<file path="src/sv/tmtc_pkg.sv">
// Shared types and constants for the timed motor task controller.
package tmtc_pkg;

  localparam int ID_BITS   = 16;
  localparam int TIME_BITS = 32;

  localparam logic signed [15:0] POWER_MIN = -16'sd1000;
  localparam logic signed [15:0] POWER_MAX = 16'sd1000;

  typedef logic [ID_BITS-1:0]   id_t;
  typedef logic [TIME_BITS-1:0] time_t;

  typedef enum logic [1:0] {
    ACT_SEND = 2'd0,
    ACT_TICK = 2'd1,
    ACT_READ = 2'd2,
    ACT_STOP = 2'd3
  } action_t;

  typedef struct packed {
    logic [1:0]         action;
    logic [15:0]        task_id;
    logic signed [15:0] power;
    logic [31:0]        run_ms;
    logic [31:0]        now_ms;
  } tmtc_in_t;

  typedef struct packed {
    logic        accepted;
    logic        drive_forward;
    logic        drive_reverse;
    logic        busy_res;
    logic        ack_waiting;
    logic [15:0] ack_task_id;
  } tmtc_out_t;

  typedef struct packed {
    logic  running;
    logic  ack_pending;
    id_t   running_id;
    time_t start_time;
    time_t run_length;
    logic  pin_forward;
    logic  pin_reverse;
    id_t   ack_id;
  } tmtc_state_t;

endpackage

</file>
<file path="src/sv/tmtc_core.sv">
// Next-state and result logic for one command of the timed motor task controller.
module tmtc_core
  import tmtc_pkg::*;
(
  input  tmtc_state_t cur,
  input  tmtc_in_t    item,
  output tmtc_state_t nxt,
  output tmtc_out_t   res
);

  id_t     id;
  time_t   dur;
  time_t   now;
  time_t   diff;
  action_t act;
  logic    bad_send;
  logic    acc;
  id_t     ack_out;
  logic    fwd;
  logic    rev;

  assign act      = action_t'(item.action);
  assign id       = id_t'(item.task_id);
  assign dur      = time_t'(item.run_ms);
  assign now      = time_t'(item.now_ms);
  assign diff     = now - cur.start_time;
  assign bad_send = (dur == '0) || (item.power < POWER_MIN) || (item.power > POWER_MAX);
  assign fwd      = item.power > 16'sd0;
  assign rev      = item.power < 16'sd0;

  always_comb begin
    nxt     = cur;
    acc     = 1'b0;
    ack_out = '0;
    unique case (act)
      ACT_SEND: begin
        if (bad_send) begin
          acc = 1'b0;
        end else if (cur.running) begin
          // A retry of the running task is acknowledged and changes nothing.
          acc = (id == cur.running_id);
        end else if (!cur.ack_pending) begin
          acc             = 1'b1;
          nxt.pin_forward = fwd;
          nxt.pin_reverse = rev;
          nxt.running_id  = id;
          nxt.start_time  = now;
          nxt.running     = fwd || rev;
          if (fwd || rev) begin
            nxt.run_length = dur;
          end else begin
            nxt.run_length  = '0;
            nxt.ack_id      = id;
            nxt.ack_pending = 1'b1;
          end
        end
      end
      ACT_TICK: begin
        // A negative difference means the clock stepped back; not yet elapsed.
        if (cur.running && !diff[TIME_BITS-1] && (diff >= cur.run_length)) begin
          nxt.pin_forward = 1'b0;
          nxt.pin_reverse = 1'b0;
          nxt.running     = 1'b0;
          nxt.run_length  = '0;
          nxt.ack_id      = cur.running_id;
          nxt.ack_pending = 1'b1;
        end
      end
      ACT_READ: begin
        if (cur.ack_pending) begin
          acc             = 1'b1;
          ack_out         = cur.ack_id;
          nxt.ack_pending = 1'b0;
        end
      end
      ACT_STOP: begin
        nxt.running     = 1'b0;
        nxt.run_length  = '0;
        nxt.pin_forward = 1'b0;
        nxt.pin_reverse = 1'b0;
      end
      default: nxt = cur;
    endcase
  end

  always_comb begin
    res.accepted      = acc;
    res.drive_forward = nxt.pin_forward;
    res.drive_reverse = nxt.pin_reverse;
    res.busy_res      = nxt.running;
    res.ack_waiting   = nxt.ack_pending;
    res.ack_task_id   = 16'(ack_out);
  end

endmodule

</file>
<file path="src/sv/timed_motor_task_controller.sv">
// Top level of the timed motor task controller: input register, state and result register.
//
//   channel | direction | payload    | handshake
//   in_     | input     | tmtc_in_t  | in_valid / in_stall
//   out_    | output    | tmtc_out_t | out_valid / out_stall
//
// A command is registered on transfer and evaluated against the task state once the
// output register is free, when its result is loaded into the output register.
// One command per cycle is sustained while the output is not stalled.
// Reset clears the task state and both valid flags; payload registers are not reset.
// A stalled output register holds its result, and the input stage stalls behind it.
module timed_motor_task_controller
  import tmtc_pkg::*;
(
  input  logic      clk,
  input  logic      rst_n,
  input  logic      in_valid,
  output logic      in_stall,
  input  tmtc_in_t  in_data,
  output logic      out_valid,
  input  logic      out_stall,
  output tmtc_out_t out_data
);

  logic        s1_valid_r;
  tmtc_in_t    s1_data_r;
  logic        out_valid_r;
  tmtc_out_t   out_data_r;
  tmtc_state_t state_r;
  tmtc_state_t state_nxt;
  tmtc_out_t   res_nxt;
  logic        advance;

  // The registered command is evaluated when the output register is free.
  assign advance  = s1_valid_r && (!out_valid_r || !out_stall);
  assign in_stall = s1_valid_r && !advance;

  tmtc_core u_core (
    .cur  (state_r),
    .item (s1_data_r),
    .nxt  (state_nxt),
    .res  (res_nxt)
  );

  always_ff @(posedge clk) begin
    if (!rst_n) begin
      s1_valid_r  <= 1'b0;
      out_valid_r <= 1'b0;
      state_r     <= '0;
    end else begin
      if (!in_stall) begin
        s1_valid_r <= in_valid;
      end
      if (advance) begin
        out_valid_r <= 1'b1;
        state_r     <= state_nxt;
      end else if (!out_stall) begin
        out_valid_r <= 1'b0;
      end
    end
  end

  always_ff @(posedge clk) begin
    if (!in_stall && in_valid) begin
      s1_data_r <= in_data;
    end
    if (advance) begin
      out_data_r <= res_nxt;
    end
  end

  assign out_valid = out_valid_r;
  assign out_data  = out_data_r;

`ifndef SYNTH
  a_pins_exclusive: assert property (@(posedge clk) disable iff (!rst_n)
    !(state_r.pin_forward && state_r.pin_reverse))
    else $error("both direction pins are driven");

  a_running_drives: assert property (@(posedge clk) disable iff (!rst_n)
    state_r.running |-> (state_r.pin_forward || state_r.pin_reverse))
    else $error("task runs with both pins off");

  a_running_no_ack: assert property (@(posedge clk) disable iff (!rst_n)
    state_r.running |-> !state_r.ack_pending)
    else $error("task runs while an ack is pending");

  a_idle_no_length: assert property (@(posedge clk) disable iff (!rst_n)
    !state_r.running |-> (state_r.run_length == '0))
    else $error("run length kept with no task running");

  a_advance_result: assert property (@(posedge clk) disable iff (!rst_n)
    advance |=> out_valid_r)
    else $error("evaluated command produced no result");
`endif

endmodule

</file>
<file path="config.mk">
export PLATFORM = sky130hd
export DESIGN_NAME = timed_motor_task_controller
export DESIGN_NICKNAME = d
export VERILOG_FILES = /design/src/sv/tmtc_pkg.sv /design/src/sv/tmtc_core.sv /design/src/sv/timed_motor_task_controller.sv
export SDC_FILE = /design/constraint.sdc
export NUM_CORES = 1
export LEC_CHECK = 0
export BUFFER_PORTS_ARGS = -buffer_cell sky130_fd_sc_hd__buf_2
export CORE_MARGIN = 2
export CORE_UTILIZATION = 41
export DETAILED_ROUTE_END_ITERATION = 7
export PLACE_DENSITY = 0.6
export SYNTH_ARGS = -nofsm -noshare
export SYNTH_HDL_FRONTEND = slang
export SYNTH_SLANG_ARGS = --single-unit
</file>
<file path="constraint.sdc">
create_clock -name clk -period 6.2 [get_ports clk]
set_input_delay 0 -clock clk [delete_from_list [all_inputs] [get_ports clk]]
set_output_delay 0 -clock clk [all_outputs]
set_load 0.02 [all_outputs]
</file>
---- Yosys cells after proc, flatten, opt, wreduce, memory -nomap -nowiden ----
Cells that the tools add are included.
cells by class
  bitwise gates (word level) .............. 3
  reductions and logical operators ........ 22
  $lt $le $gt $ge ......................... 5
  equality and inequality tests ........... 10
  add/sub/neg operators ................... 1
  multiplexer cells ....................... 19
operators by type and width
  operator                                                                         count
  100-bit 2-to-1 mux                                                               3
  34-bit one-hot mux with 3 select lines                                           1
  50-bit 2-to-1 mux                                                                1
  32-bit greater-or-equal comparator                                               1
  32-bit logical NOT                                                               1
  32-bit 2-to-1 mux                                                                1
  16-bit one-hot mux with 2 select lines                                           1
  32-bit subtractor                                                                1
  16-bit == test                                                                   1
  16-bit by 1-bit > comparator with 1-bit output (second input constant)           1
  16-bit by 11-bit > comparator with 1-bit output (second input constant)          1
  16-bit by 1-bit less-than comparator with 1-bit output (second input constant)   1
  16-bit by 11-bit less-than comparator with 1-bit output (second input constant)  1
  16-bit 2-to-1 mux                                                                1
  2-bit inequality test (second input constant)                                    4
  1-bit 2-to-1 mux                                                                 7
  7-bit AND reduction                                                              1
  1-bit one-hot mux with 3 select lines                                            2
  6-bit AND reduction                                                              1
  1-bit logical AND                                                                5
  1-bit logical NOT                                                                5
  5-bit AND reduction                                                              1
  2-bit == test (second input constant)                                            2
  1-bit logical OR                                                                 4
  9 further kinds                                                                  12
word-level totals
  input port bits ......................... 102
  logic and storage cells ................. 81
  output and inout bits ................... 23
  register bits after elaboration ......... 221

---- Depth between registers and ports, before layout ----
Gate-level depths: netlist (run 1).
  depth in word-level cells ............... 7
  gate-level depth with buffers ........... 25
  gate-level depth less buffers ........... 24

---- By module ----
Synthesis (run 1) repeated with hierarchy kept, for this count alone.
unflattened totals
  cells, all modules ...................... 1,183
  area total of the unflattened synthesis .. 12,005.3 um2
by module, submodules not included
  module                       cells each  area an instance (um2)  times used
  timed_motor_task_controller  560         7,732.4                 1
  tmtc_core                    623         4,272.8                 1

---- Worst setup path before layout (run 1) ----
No wires, ideal clock.
  path kind ............................... register to register
  start point ............................. register out_valid_r, in the netlist out_valid
  end point ............................... register s1_data_r[0] (netlist bit) (enable)
  buffers on the path ..................... 0
  library setup time ...................... 0.565 ns
  data arrival time ....................... 4.972 ns
  setup slack ............................. 0.663 ns
  cell stages (with the launch flop) ...... 3
  cell sequence ........................... dfxtp_1 -> and3_1 -> nor2b_1
between the ends
  longest elaborated chain between the ends .. 7
RTL lines
  element                   RTL line                           text
  start: declaration        timed_motor_task_controller.sv:27  logic out_valid_r;
  start signal: assignment  timed_motor_task_controller.sv:48  out_valid_r <= 1'b0;
  start signal: assignment  timed_motor_task_controller.sv:55  out_valid_r <= 1'b1;
  start signal: assignment  timed_motor_task_controller.sv:58  out_valid_r <= 1'b0;
  1-bit logical NOT         timed_motor_task_controller.sv:35  assign advance = s1_valid_r && (!out_valid_r || !out_stall);
  1-bit logical OR          timed_motor_task_controller.sv:35
  1-bit logical AND         timed_motor_task_controller.sv:35
  1-bit logical NOT         timed_motor_task_controller.sv:36  assign in_stall = s1_valid_r && !advance;
  1-bit logical AND         timed_motor_task_controller.sv:36
  net in_stall              timed_motor_task_controller.sv:18  output logic in_stall,
  1-bit logical NOT         timed_motor_task_controller.sv:64  if (!in_stall && in_valid) begin
  1-bit logical AND         timed_motor_task_controller.sv:64
  end signal: assignment    timed_motor_task_controller.sv:65  s1_data_r <= in_data;
  end: declaration          timed_motor_task_controller.sv:26  tmtc_in_t s1_data_r;
The timed path passes the listed nets, and every way through them passes these cells.
A chain may end at the register's enable or synchronous reset.

---- Final worst setup path (run 1) ----
  start point ............................. register s1_data_r[0] (netlist bit)
  end point ............................... register state_r[31] (netlist bit)
between the ends
  longest elaborated chain between the ends .. 6
  elaborated cells between the ends (all ways) .. 7
  classes of those cells .................. add/sub: 1; order compare: 1; eq/ne: 1; reduce/logical: 4
RTL lines
  element                                                                     RTL line                           text
  32-bit subtractor *                                                         tmtc_core.sv:26                    assign diff = now - cur.start_time;
  branches (longest 2 deep; another with 32-bit greater-or-equal comparator)  -
  1-bit logical AND *                                                         tmtc_core.sv:60                    if (cur.running && !diff[TIME_BITS-1] && (diff >= cur.run_length)) begin
  2-bit by 1-bit inequality test with 1-bit output (no line) *                -
  6-bit AND reduction (no line) *                                             -
  end signal: assignment                                                      timed_motor_task_controller.sv:56  state_r <= state_nxt;
  end: declaration                                                            timed_motor_task_controller.sv:29  tmtc_state_t state_r;
Every way passes the cells marked *.

==> summary.md, run 1 <==
| Metric | Value |
|---|---|
| Drt total wl | 24220 um |
| First-pass GRT wire length | 39010 um |
| Sw Ratio | 22.50% |
| All-Layer GR Usage | 18.06% |
| Clock Power Share | 43.4% |
| Clk_lat worst skew | 0.52 ns |
| Final hold vios | 0 |
| Drt drc | 0 |
| Outcome | complete, no violations |
| Clk sinks | 221 |
| Die width | 163.7 um |
| Area grow syn2layout | 26.52% |
| Grt total ovfl | 0 |
| P per Cell Area | 260.3 nW/um^2 |
| I/O pin count | 125 |
| R2R setup slack | 0.63 ns |
| Tmin final | 5.574 ns |
| Vias | 7859 |
| Fin. max-slew vios | 0 |
| Post-Syn Instances | 1008 |
| Yosys reg bits | 221 |
| Yosys warns | 0 |
| Htree depth | 1 |
| Async set-reset flop share out of synthesis | 0% |
| Placement Rows | 58 |
| Post_cts resized | 0 |
| Die Ht | 163.7 um |
| PnR worst setup slack | 0.6264 ns |
| Nets | 1396 |
| Sequential-to-total area share from yosys stat | 53.67% |
| Bufs on Longest Clock Path | 3 |
| Slew margin rel. | 15.81% |
| Pin count of the biggest net entering global routing | 92 |
| Combinational share of power | 9.4% |
| Net Switching | 775.2 uW |
| Synthesized area per cell | 10.38 sq um |
| Via density per instance | 4.980 |
| Startpoint Class | register |
| Ratio of cells with drive above 1 in the final layout | 14.58% |
| Vias in the first global route | 7804 |
| CP Capture Type | register |
| Syn nets | 1174 |
| Root buf cell | clkbuf_16 |
| N_diodes | 0 |
| Max FO, Critical Path | 64 |
| Post-synth EDFFs | 119 |
| Distinct cells, synth | 57 |
| Placer Congestion | 0.7996 |
| Int Power | 2670 uW |
| CP Data Required Time | 6.64 ns |
| Sequential power share | 47.2% |
| Worst Tran Pin Value | 1.263 ns |
| Fin util | 52.72% |
| P_leak | 0.004906 uW |
| Worst hold path class | in2reg |
| Post-Syn Area | 10460 sq um |
| Leading cell types in the layout, fill and taps excluded | nand2_1 (163), buf_2 (124), edfxtp_1 (119) |
| TritonCTS clock tree | yes |
| Initial Util | 41.67% |
| WL/cell | 15.35 um |
| RSZ-0062 raised after global routing | false |
| Commonest non-fill, non-tap cell in the layout | nand2_1 |
| Clock skew | 0.01229 ns |
| CP Data Arrival Time | 6.02 ns |
| Critical path class | reg2reg |
| Max Clk Rate | 0.1794 GHz |
| Detailed Place HPWL | 15370 um |
| IO Port Bufs | 124 |
| Setup TNS | 0 ns |
| VDD IR max | 241.9 uV |
| Part of the cycle the worst path needs | 89.90% |
| Ys flop type | edfxtp_1 |
| ANT nets after route | 0 |
| Die area | 26810 sq um |
| Core Region | 25110 sq um |
| TritonCTS Buffers | 25 |
| Initial antenna violation count | 0 |
| Maxcap violations | 0 |
| Endpoints failing setup | 0 |
| DRT iter0 DRCs | 479 |
| Clock slew at reported path FFs | 0.06 ns |
| Pre-CTS setup slack | 0.6791 ns |
| Detailed Routing Iterations Pass 1 | 5 |
synth_stat cells, types with 5 or more instances:
| library cell | instances | share of area [%] |
|---|---|---|
| o21a_1 | 9 | 0.65 |
| and3_1 | 10 | 0.60 |
| nand4_1 | 15 | 0.90 |
| edfxtp_1 | 119 | 34 |
| inv_1 | 72 | 2.6 |
| nor3_1 | 9 | 0.43 |
| nand3_1 | 41 | 2.0 |
| dfxtp_1 | 102 | 20 |
| a21oi_1 | 40 | 1.9 |
| a22o_1 | 32 | 2.7 |
| nand2b_1 | 5 | 0.30 |
| ha_1 | 63 | 7.5 |
| nor2_1 | 34 | 1.2 |
| nor4_1 | 11 | 0.66 |
| clkbuf_1 | 27 | 0.97 |
| o21ai_0 | 52 | 2.5 |
| a21boi_0 | 50 | 3.6 |
| and2_1 | 18 | 1.1 |
| xnor2_1 | 32 | 2.7 |
| xor2_1 | 11 | 0.92 |
| nand2_1 | 163 | 5.8 |
| nor2b_1 | 9 | 0.54 |
| a21o_1 | 27 | 1.9 |
kinds of logic (layout without fill, tap and decap cells):
kind of cell             Yosys count  count (layout)  synth area share (%)
flip-flops                       221             221                 53.67
XOR/XNOR                          43              43                 3.600
AND/OR/NAND/NOR                  326             326                 14.67
buffers and inverters            110             350                 4.329
adder cells (fa/ha/maj)           64              64                 7.725
AO/OA/AOI/OAI                    244             244                 16.00
flip-flops by register name (all words and copies together), names as in the netlist:
register    count
s1_valid_r      1
out_valid       1
out_data       21
s1_data_r      98
state_r       100
worst max-delay path, cell delays in order, from the launching register on:
cell	delay, ns
edfxtp_1	0.38
inv_1	0.07
ha_1	0.16
inv_1	0.05
fa_1	0.40
a21o_1	0.19
a221oi_1	0.61
o21ba_2	0.29
o21ai_0	0.13
o21a_1	0.23
o21a_1	0.20
o21a_1	0.17
nor2_1	0.11
xnor2_1	0.08
ha_1	0.27
nand4_1	0.10
o21ai_0	0.24
nor2_1	0.09
nor4b_1	0.33
a21oi_1	0.13
buf_4	0.19
o311ai_4	0.26
buf_4	0.50
nand3_1	0.16
o21ai_0	0.12
final timing paths:
check,depth (start not counted),end,startpoint
hold / removal,2,s1_data_r[89]$_DFFE_PP_,in_data[89]
setup / recovery,24,state_r[31]$_SDFFE_PN0P_,s1_data_r[0]$_DFFE_PP_
hold reg to reg,2,state_r[20]$_SDFFE_PN0P_,state_r[20]$_SDFFE_PN0P_
setup reg to reg,24,state_r[31]$_SDFFE_PN0P_,s1_data_r[0]$_DFFE_PP_
power by group through the flow:
stage | Clock (uW) | Combinational (uW) | Sequential [uW]
2_1_floorplan | 0 | 180 | 1650
3_3_place_gp | 0 | 271 | 1660
3_5_place_dp | 0 | 274 | 1660
4_1_cts | 1540 | 324 | 1630
5_1_grt | 1600 | 362 | 1630
6_report | 1500 | 324 | 1630
repair_timing:
item / CTS / global route
setup endpoints to repair: 0 / 0
buffers inserted: 0 / 0
hold buffers: 101 / 0
hold endpoints to repair: 100 / 0
area by class of cell:
cell class / count / area, sq um
Timing Repair Buffer: 233 / 1692
Inverter: 72 / 270.3
Clock buffer: 34 / 700.7
Tap cell: 330 / 412.9
Sequential cell: 221 / 5615
Multi-Input combinational cell: 677 / 4412
Fill cell: 2331 / 11870
Clock inverter: 11 / 135.1
routing by layer:
layer | routed length (um) | global-route usage, %
met1 | 11410 | 24.66
met2 | 11090 | 29.74
met3 | 1103 | 3.005
met4 | 622 | 5.024
met5 | 0 | 0
per-stage QoR:
stage / hold slack, ns / instances / instance area, sq um / total power (uW)
2_1_floorplan: 0.09887 / 1008 / 10460 / 1835
3_3_place_gp: 0.1767 / 1432 / 11390 / 1928
3_5_place_dp: 0.1781 / 1432 / 11390 / 1930
4_1_cts: 0.1642 / 1578 / 13240 / 3486
5_1_grt: 0.1762 / 1578 / 13240 / 3588
6_report: 0.1842 / 1578 / 13240 / 3445
Power figures use the tool's default switching activity.
==> inputs of run 2 (changes only) <==
Settings changed: CORE_UTILIZATION 41 to 58, PLACE_DENSITY 0.6 to 0.79.
==> run 2 against run 1 <==
Compared with the run above: clock skew fell by 0.0012 ns; count of clock-buffer cells in the layout shrank 6; power decreased by 2.5%; global-route usage grew 6.4 points; routed wire length is 0.83% lower; hold slack lost 0.0037 ns; critical path depth up 2; critical path type unchanged; largest cell class unchanged.
==> summary.md, run 2 (same netlist as run 1, synthesis figures left out) <==
| Metric | Value |
|---|---|
| Core Region | 17840 sq um (-29%) |
| Max reg flops | 100 (unchanged) |
| VDD IR max | 327.0 uV (+35%) |
| Htree depth | 1 (unchanged) |
| Area grow syn2layout | 24.85% |
| Fin util | 73.22% (+20 points) |
| Detailed Place HPWL | 14790 um (-3.8%) |
| PnR worst setup slack | 0.6796 ns (+0.05316 ns) |
| IO Port Bufs | 124 (unchanged) |
| Post_cts resized | 0 (unchanged) |
| Ratio of cells with drive above 1 in the final layout | 14.82% (+0.24 points) |
| TritonCTS Buffers | 24 (-4.0%) |
| Fin area | 13060 sq um (-1.3%) |
| Vias | 8101 (+3.1%) |
| Pre-CTS setup slack | 0.8333 ns (+0.1541 ns) |
| Nets | 1396 (unchanged) |
| Clk_lat worst skew | 0.52 ns (about the same) |
| Slew margin rel. | 16.91% (+1.1 points) |
| Critical path class | reg2reg |
| CP Data Required Time | 6.64 ns (about the same) |
| Vias in the first global route | 7955 (+1.9%) |
| Final hold vios | 0 (unchanged) |
| P_leak | 0.004877 uW (-0.60%) |
| Placed Area | 11270 sq um (-1.1%) |
| Drt total wl | 24020 um (-0.83%) |
| Die area | 19130 sq um (-29%) |
| N_diodes | 0 (unchanged) |
| Max Clk Rate | 0.1811 GHz (+0.96%) |
| CP Capture Type | register |
| P per Cell Area | 257.1 nW/um^2 (-1.2%) |
| Drt drc | 0 (unchanged) |
| Top reg by flops | state_r |
| All-Layer GR Usage | 24.48% (+6.4 points) |
| Tmin final | 5.520 ns (-0.05316 ns) |
| Initial antenna violation count | 0 (unchanged) |
| Endpoints failing setup | 0 (unchanged) |
| Fill count | 1202 (-48%) |
| Pin count of the biggest net entering global routing | 93 (+1.1%) |
| I/O pin count | 125 (unchanged) |
| Clk sinks | 221 (unchanged) |
| Via density per instance | 5.485 (+10%) |
| Root buf cell | clkbuf_16 |
| Maxcap violations | 0 (unchanged) |
| Placer Congestion | 0.8412 (+5.2%) |
| RSZ-0062 raised after global routing | false |
| Part of the cycle the worst path needs | 89.04% (-0.86 points) |
| Bufs on Longest Clock Path | 3 (unchanged) |
| Setup TNS | 0 ns (unchanged) |
| Grt total ovfl | 0 (unchanged) |
| Commonest non-fill, non-tap cell in the layout | nand2_1 |
| Startpoint Class | register |
| Power, Total | 3359 uW (-2.5%) |
| Die width | 138.3 um (-16%) |
| Fin. max-slew vios | 0 (unchanged) |
| CP Data Arrival Time | 5.96 ns (-0.06 ns) |
| First-pass GRT wire length | 38670 um (-0.88%) |
| Initial Util | 58.64% (+17 points) |
| WL/cell | 16.26 um (+5.9%) |
| Placement Rows | 49 (-16%) |
| Detailed Routing Iterations Pass 1 | 5 (unchanged) |
| Die Ht | 138.3 um (-16%) |
| Worst Tran Pin Value | 1.246 ns (-0.01640 ns) |
| Max FO, Critical Path | 64 (unchanged) |
| DRT iter0 DRCs | 570 (+19%) |
| TritonCTS clock tree | yes |
| Worst hold path class | in2reg |
| ANT nets after route | 0 (unchanged) |
| Clock skew | 0.01109 ns (-0.001198 ns) |
| Outcome | complete, no violations |
| Clock slew at reported path FFs | 0.07 ns (about the same) |
| Leading cell types in the layout, fill and taps excluded | nand2_1 (163), buf_2 (124), edfxtp_1 (119) |
[run 2: cell count changes in the layout (fill, tap and decap cells not counted), moves of 2 or more]
cell,previous run,this run
clkinvlp_4,0,4
clkbuf_1,6,3
clkbuf_16,26,24
clkinv_2,4,6
[run 2: final timing paths]
kind,slack [ns],cells past startpoint,to,start
worst min-delay path,0.18,2,s1_data_r[4]$_DFFE_PP_,in_data[4]
worst max register to register,0.68,26,state_r[26]$_SDFFE_PN0P_,s1_data_r[0]$_DFFE_PP_
worst max-delay path,0.68,26,state_r[26]$_SDFFE_PN0P_,s1_data_r[0]$_DFFE_PP_
worst min register to register,0.45,2,state_r[20]$_SDFFE_PN0P_,state_r[20]$_SDFFE_PN0P_
[run 2: routing by layer]
metal  vias up  GRT usage (%)  share of wire, %
li1       4025              -                 -
met1      3797          32.40                44
met2       241          42.76                49
met3        38          3.360               5.1
met4         0          6.284               1.8
met5         -              0                 0
[run 2: cell type report]
cell class	instances	area, sq um	share of cell area, %
Timing Repair Buffer	234	1699	13.01
Tap cell	229	286.5	2.193
Sequential cell	221	5615	42.99
Clock inverter	16	155.1	1.188
Inverter	72	270.3	2.069
Multi-Input combinational cell	677	4410	33.76
Clock buffer	28	625.6	4.789
[run 2: power breakdown]
| part | switching [uW] | internal (uW) | leakage (uW) |
|---|---|---|---|
| combinational | 162 | 161 | 0.00253 |
| clock | 595 | 813 | 0.000376 |
| sequential | 33.8 | 1590 | 0.00197 |
| total | 791 | 2570 | 0.00488 |
[run 2: stage by stage]
stage	std cells	hold slack [ns]
global route	1477	0.1855
finish	1477	0.1806
floorplan	1008	0.09887
CTS	1477	0.1680
global placement	1332	0.1760
detailed placement	1332	0.1781
[run 2: repair_timing]
action | 4_1_cts | 5_1_grt
endpoints found under the hold margin | 100 | 0
hold buffers | 101 | 0
buffers inserted | 0 | 0
[run 2: worst max-delay path: stages, from the launching register on]
cell	delay, ns
edfxtp_1	0.39
inv_1	0.07
ha_1	0.15
inv_1	0.05
fa_1	0.40
a21o_1	0.19
a221oi_1	0.59
o21ba_2	0.30
o21ai_0	0.12
o21a_1	0.22
o21a_1	0.20
o21a_1	0.17
nor2_1	0.10
xnor2_1	0.14
ha_1	0.19
a21o_1	0.12
a21o_1	0.11
a21oi_1	0.05
o21ai_0	0.09
nor2_1	0.08
nor4b_1	0.28
a21oi_1	0.10
buf_4	0.18
o311ai_4	0.27
buf_4	0.50
nand3_1	0.17
o21ai_0	0.14
==> inputs of run 3 (changes only) <==
Settings changed: BUFFER_PORTS_ARGS -buffer_cell sky130_fd_sc_hd__buf_2 to unset, CORE_UTILIZATION 58 to 64, DONT_BUFFER_PORTS set to 1, PLACE_DENSITY 0.79 to 0.8.
==> run 3 against run 2 <==
Compared with the run above: largest cell class unchanged; critical path type unchanged; first-iteration DRC count increased by 27%; via count decreased by 2.6%; sequential share of layout area up 2.5 points.
==> summary.md, run 3 (same netlist as run 1, synthesis figures left out) <==
| Metric | Value |
|---|---|
| CP delay by family, top | compound AO/OA/AOI/OAI gates |
| Grt total ovfl | 0 (unchanged) |
| Max reg flops | 100 (unchanged) |
| Maxcap violations | 0 (unchanged) |
| Initial antenna violation count | 0 (unchanged) |
| Crit-path slowest cell | a221oi_1 |
| Part of the cycle the worst path needs | 91.41% (+2.4 points) |
| Tmin final | 5.667 ns (+0.1467 ns) |
| CP Data Required Time | 6.62 ns (-0.02 ns) |
| Area grow syn2layout | 17.96% |
| Pin count of the biggest net entering global routing | 88 (-5.4%) |
| Drt total wl | 24110 um (+0.37%) |
| First-pass GRT wire length | 38920 um (+0.64%) |
| DRT iter0 DRCs | 724 (+27%) |
| Bufs on Longest Clock Path | 3 (unchanged) |
| Clk_lat worst skew | 0.50 ns (-0.02 ns) |
| Vias | 7887 (-2.6%) |
| P per Cell Area | 256.4 nW/um^2 (-0.30%) |
| Final hold vios | 0 (unchanged) |
| CP bufs+invs | 3 (-1) |
| P_leak | 0.004342 uW (-11%) |
| VDD IR max | 257.7 uV (-21%) |
| Initial Util | 65.63% (+7.0 points) |
| Worst hold path class | in2reg |
| Drt drc | 0 (unchanged) |
| Via density per instance | 5.899 (+7.6%) |
| Leading cell types in the layout, fill and taps excluded | nand2_1 (163), edfxtp_1 (119), dlygate4sd3_1 (103) |
| Critical path class | reg2reg |
| Delay of the slowest critical-path stage | 0.53 ns (-0.06 ns) |
| Die area | 17390 sq um (-9.1%) |
| RSZ-0062 raised after global routing | false |
| Pre-CTS setup slack | 0.5206 ns (-0.3126 ns) |
| CP Capture Type | register |
| ANT nets after route | 0 (unchanged) |
| Htree depth | 1 (unchanged) |
| Slew margin rel. | 15.32% (-1.6 points) |
| Clock slew at reported path FFs | 0.06 ns (about the same) |
| Setup TNS | 0 ns (unchanged) |
| Fin util | 77.41% (+4.2 points) |
| Placer Congestion | 0.8863 (+5.4%) |
| Core Region | 15940 sq um (-11%) |
| Top reg by flops | state_r |
| Vias in the first global route | 7749 (-2.6%) |
| I/O pin count | 125 (unchanged) |
| PnR worst setup slack | 0.5329 ns (-0.1467 ns) |
| Root buf cell | clkbuf_16 |
| CP Data Arrival Time | 6.09 ns (+0.13 ns) |
| Fin area | 12340 sq um (-5.5%) |
| TritonCTS Buffers | 23 (-4.2%) |
| Outcome | complete, no violations |
| Detailed Routing Iterations Pass 1 | 5 (unchanged) |
| TritonCTS clock tree | yes |
| Fill count | 1023 (-15%) |
| Startpoint Class | register |
| Clk sinks | 221 (unchanged) |
| Hold Slack | 0.01336 ns (-0.1672 ns) |
| IO Port Bufs | 0 (-100%) |
| Max FO, Critical Path | 64 (unchanged) |
| Worst Tran Pin Value | 1.270 ns (+0.02374 ns) |
| Nets | 1271 (-9.0%) |
| Die Ht | 131.9 um (-4.7%) |
| Crit-path cells | inv_1 -> ha_1 -> inv_1 -> fa_1 -> a21o_1 -> a221oi_1 -> o21ba_2 -> o21ai_0 -> o21a_1 -> o21a_1 -> o21a_1 -> nor2_1 -> xnor2_1 -> ha_1 -> nand4_1 -> o21ai_0 -> nor2_1 -> nor4b_1 -> a21oi_2 -> o311ai_4 -> buf_4 -> nand3_1 -> o21ai_0 |
| Placement Rows | 46 (-6.1%) |
| Placed Area | 10610 sq um (-5.9%) |
| Max Clk Rate | 0.1765 GHz (-2.6%) |
| Endpoints failing setup | 0 (unchanged) |
| Ratio of cells with drive above 1 in the final layout | 4.639% (-10 points) |
| WL/cell | 18.03 um (+11%) |
| N_diodes | 0 (unchanged) |
| Clock skew | 0.008631 ns (-0.002463 ns) |
| Commonest non-fill, non-tap cell in the layout | nand2_1 |
| Fin. max-slew vios | 0 (unchanged) |
| Detailed Place HPWL | 14390 um (-2.7%) |
| Die width | 131.9 um (-4.7%) |
| All-Layer GR Usage | 27.50% (+3.0 points) |
-- run 3: what timing repair did --
action | CTS | global route
setup buffers | 0 | 0
hold buffers | 104 | 0
gates resized for setup | 0 | 1
setup endpoints to repair | 0 | 47
endpoints found under the hold margin | 205 | 0
-- run 3: layout make-up --
class                      count  area, sq um  area share [%]
tap                          216        270.3           2.190
sequential                   221         5615           45.50
clock buffer                  31        615.6           4.988
multi-input combinational    677         4414           35.77
inverter                      72        270.3           2.190
clock inverter                10        52.55          0.4258
timing repair buffer         110         1104           8.942
-- run 3: path summary, 6_finish.rpt --
path                            start                        to  slack (ns)  cells past startpoint
max            s1_data_r[0]$_DFFE_PP_  state_r[29]$_SDFFE_PN0P_        0.53                     23
min                             rst_n   state_r[5]$_SDFFE_PN0P_        0.01                      3
max reg2reg    s1_data_r[0]$_DFFE_PP_  state_r[29]$_SDFFE_PN0P_        0.53                     23
min reg2reg  state_r[44]$_SDFFE_PN0P_  state_r[44]$_SDFFE_PN0P_        0.45                      2
-- run 3: routing by layer --
layer	global-route usage [%]	wire [um]	up-vias
li1	-	-	3781
met2	48.73	12040	362
met5	0	0	-
met4	7.729	640	0
met1	35.19	9925	3691
met3	4.075	1497	53
-- run 3: power breakdown --
group / switching [uW] / internal (uW)
registers: 41.6 / 1590
logic: 149 / 139
clock network: 545 / 696
-- run 3: per-stage QoR --
step,power [uW],instances
detailed placement,1878,1192
finish,3164,1337
CTS,3156,1337
floorplan,1835,1008
global route,3277,1337
global placement,1871,1192
-- run 3: worst min-delay path, stage by stage --
cell     delay, ns
nand3_1       0.06
o31ai_2       0.25
a22o_1        0.17
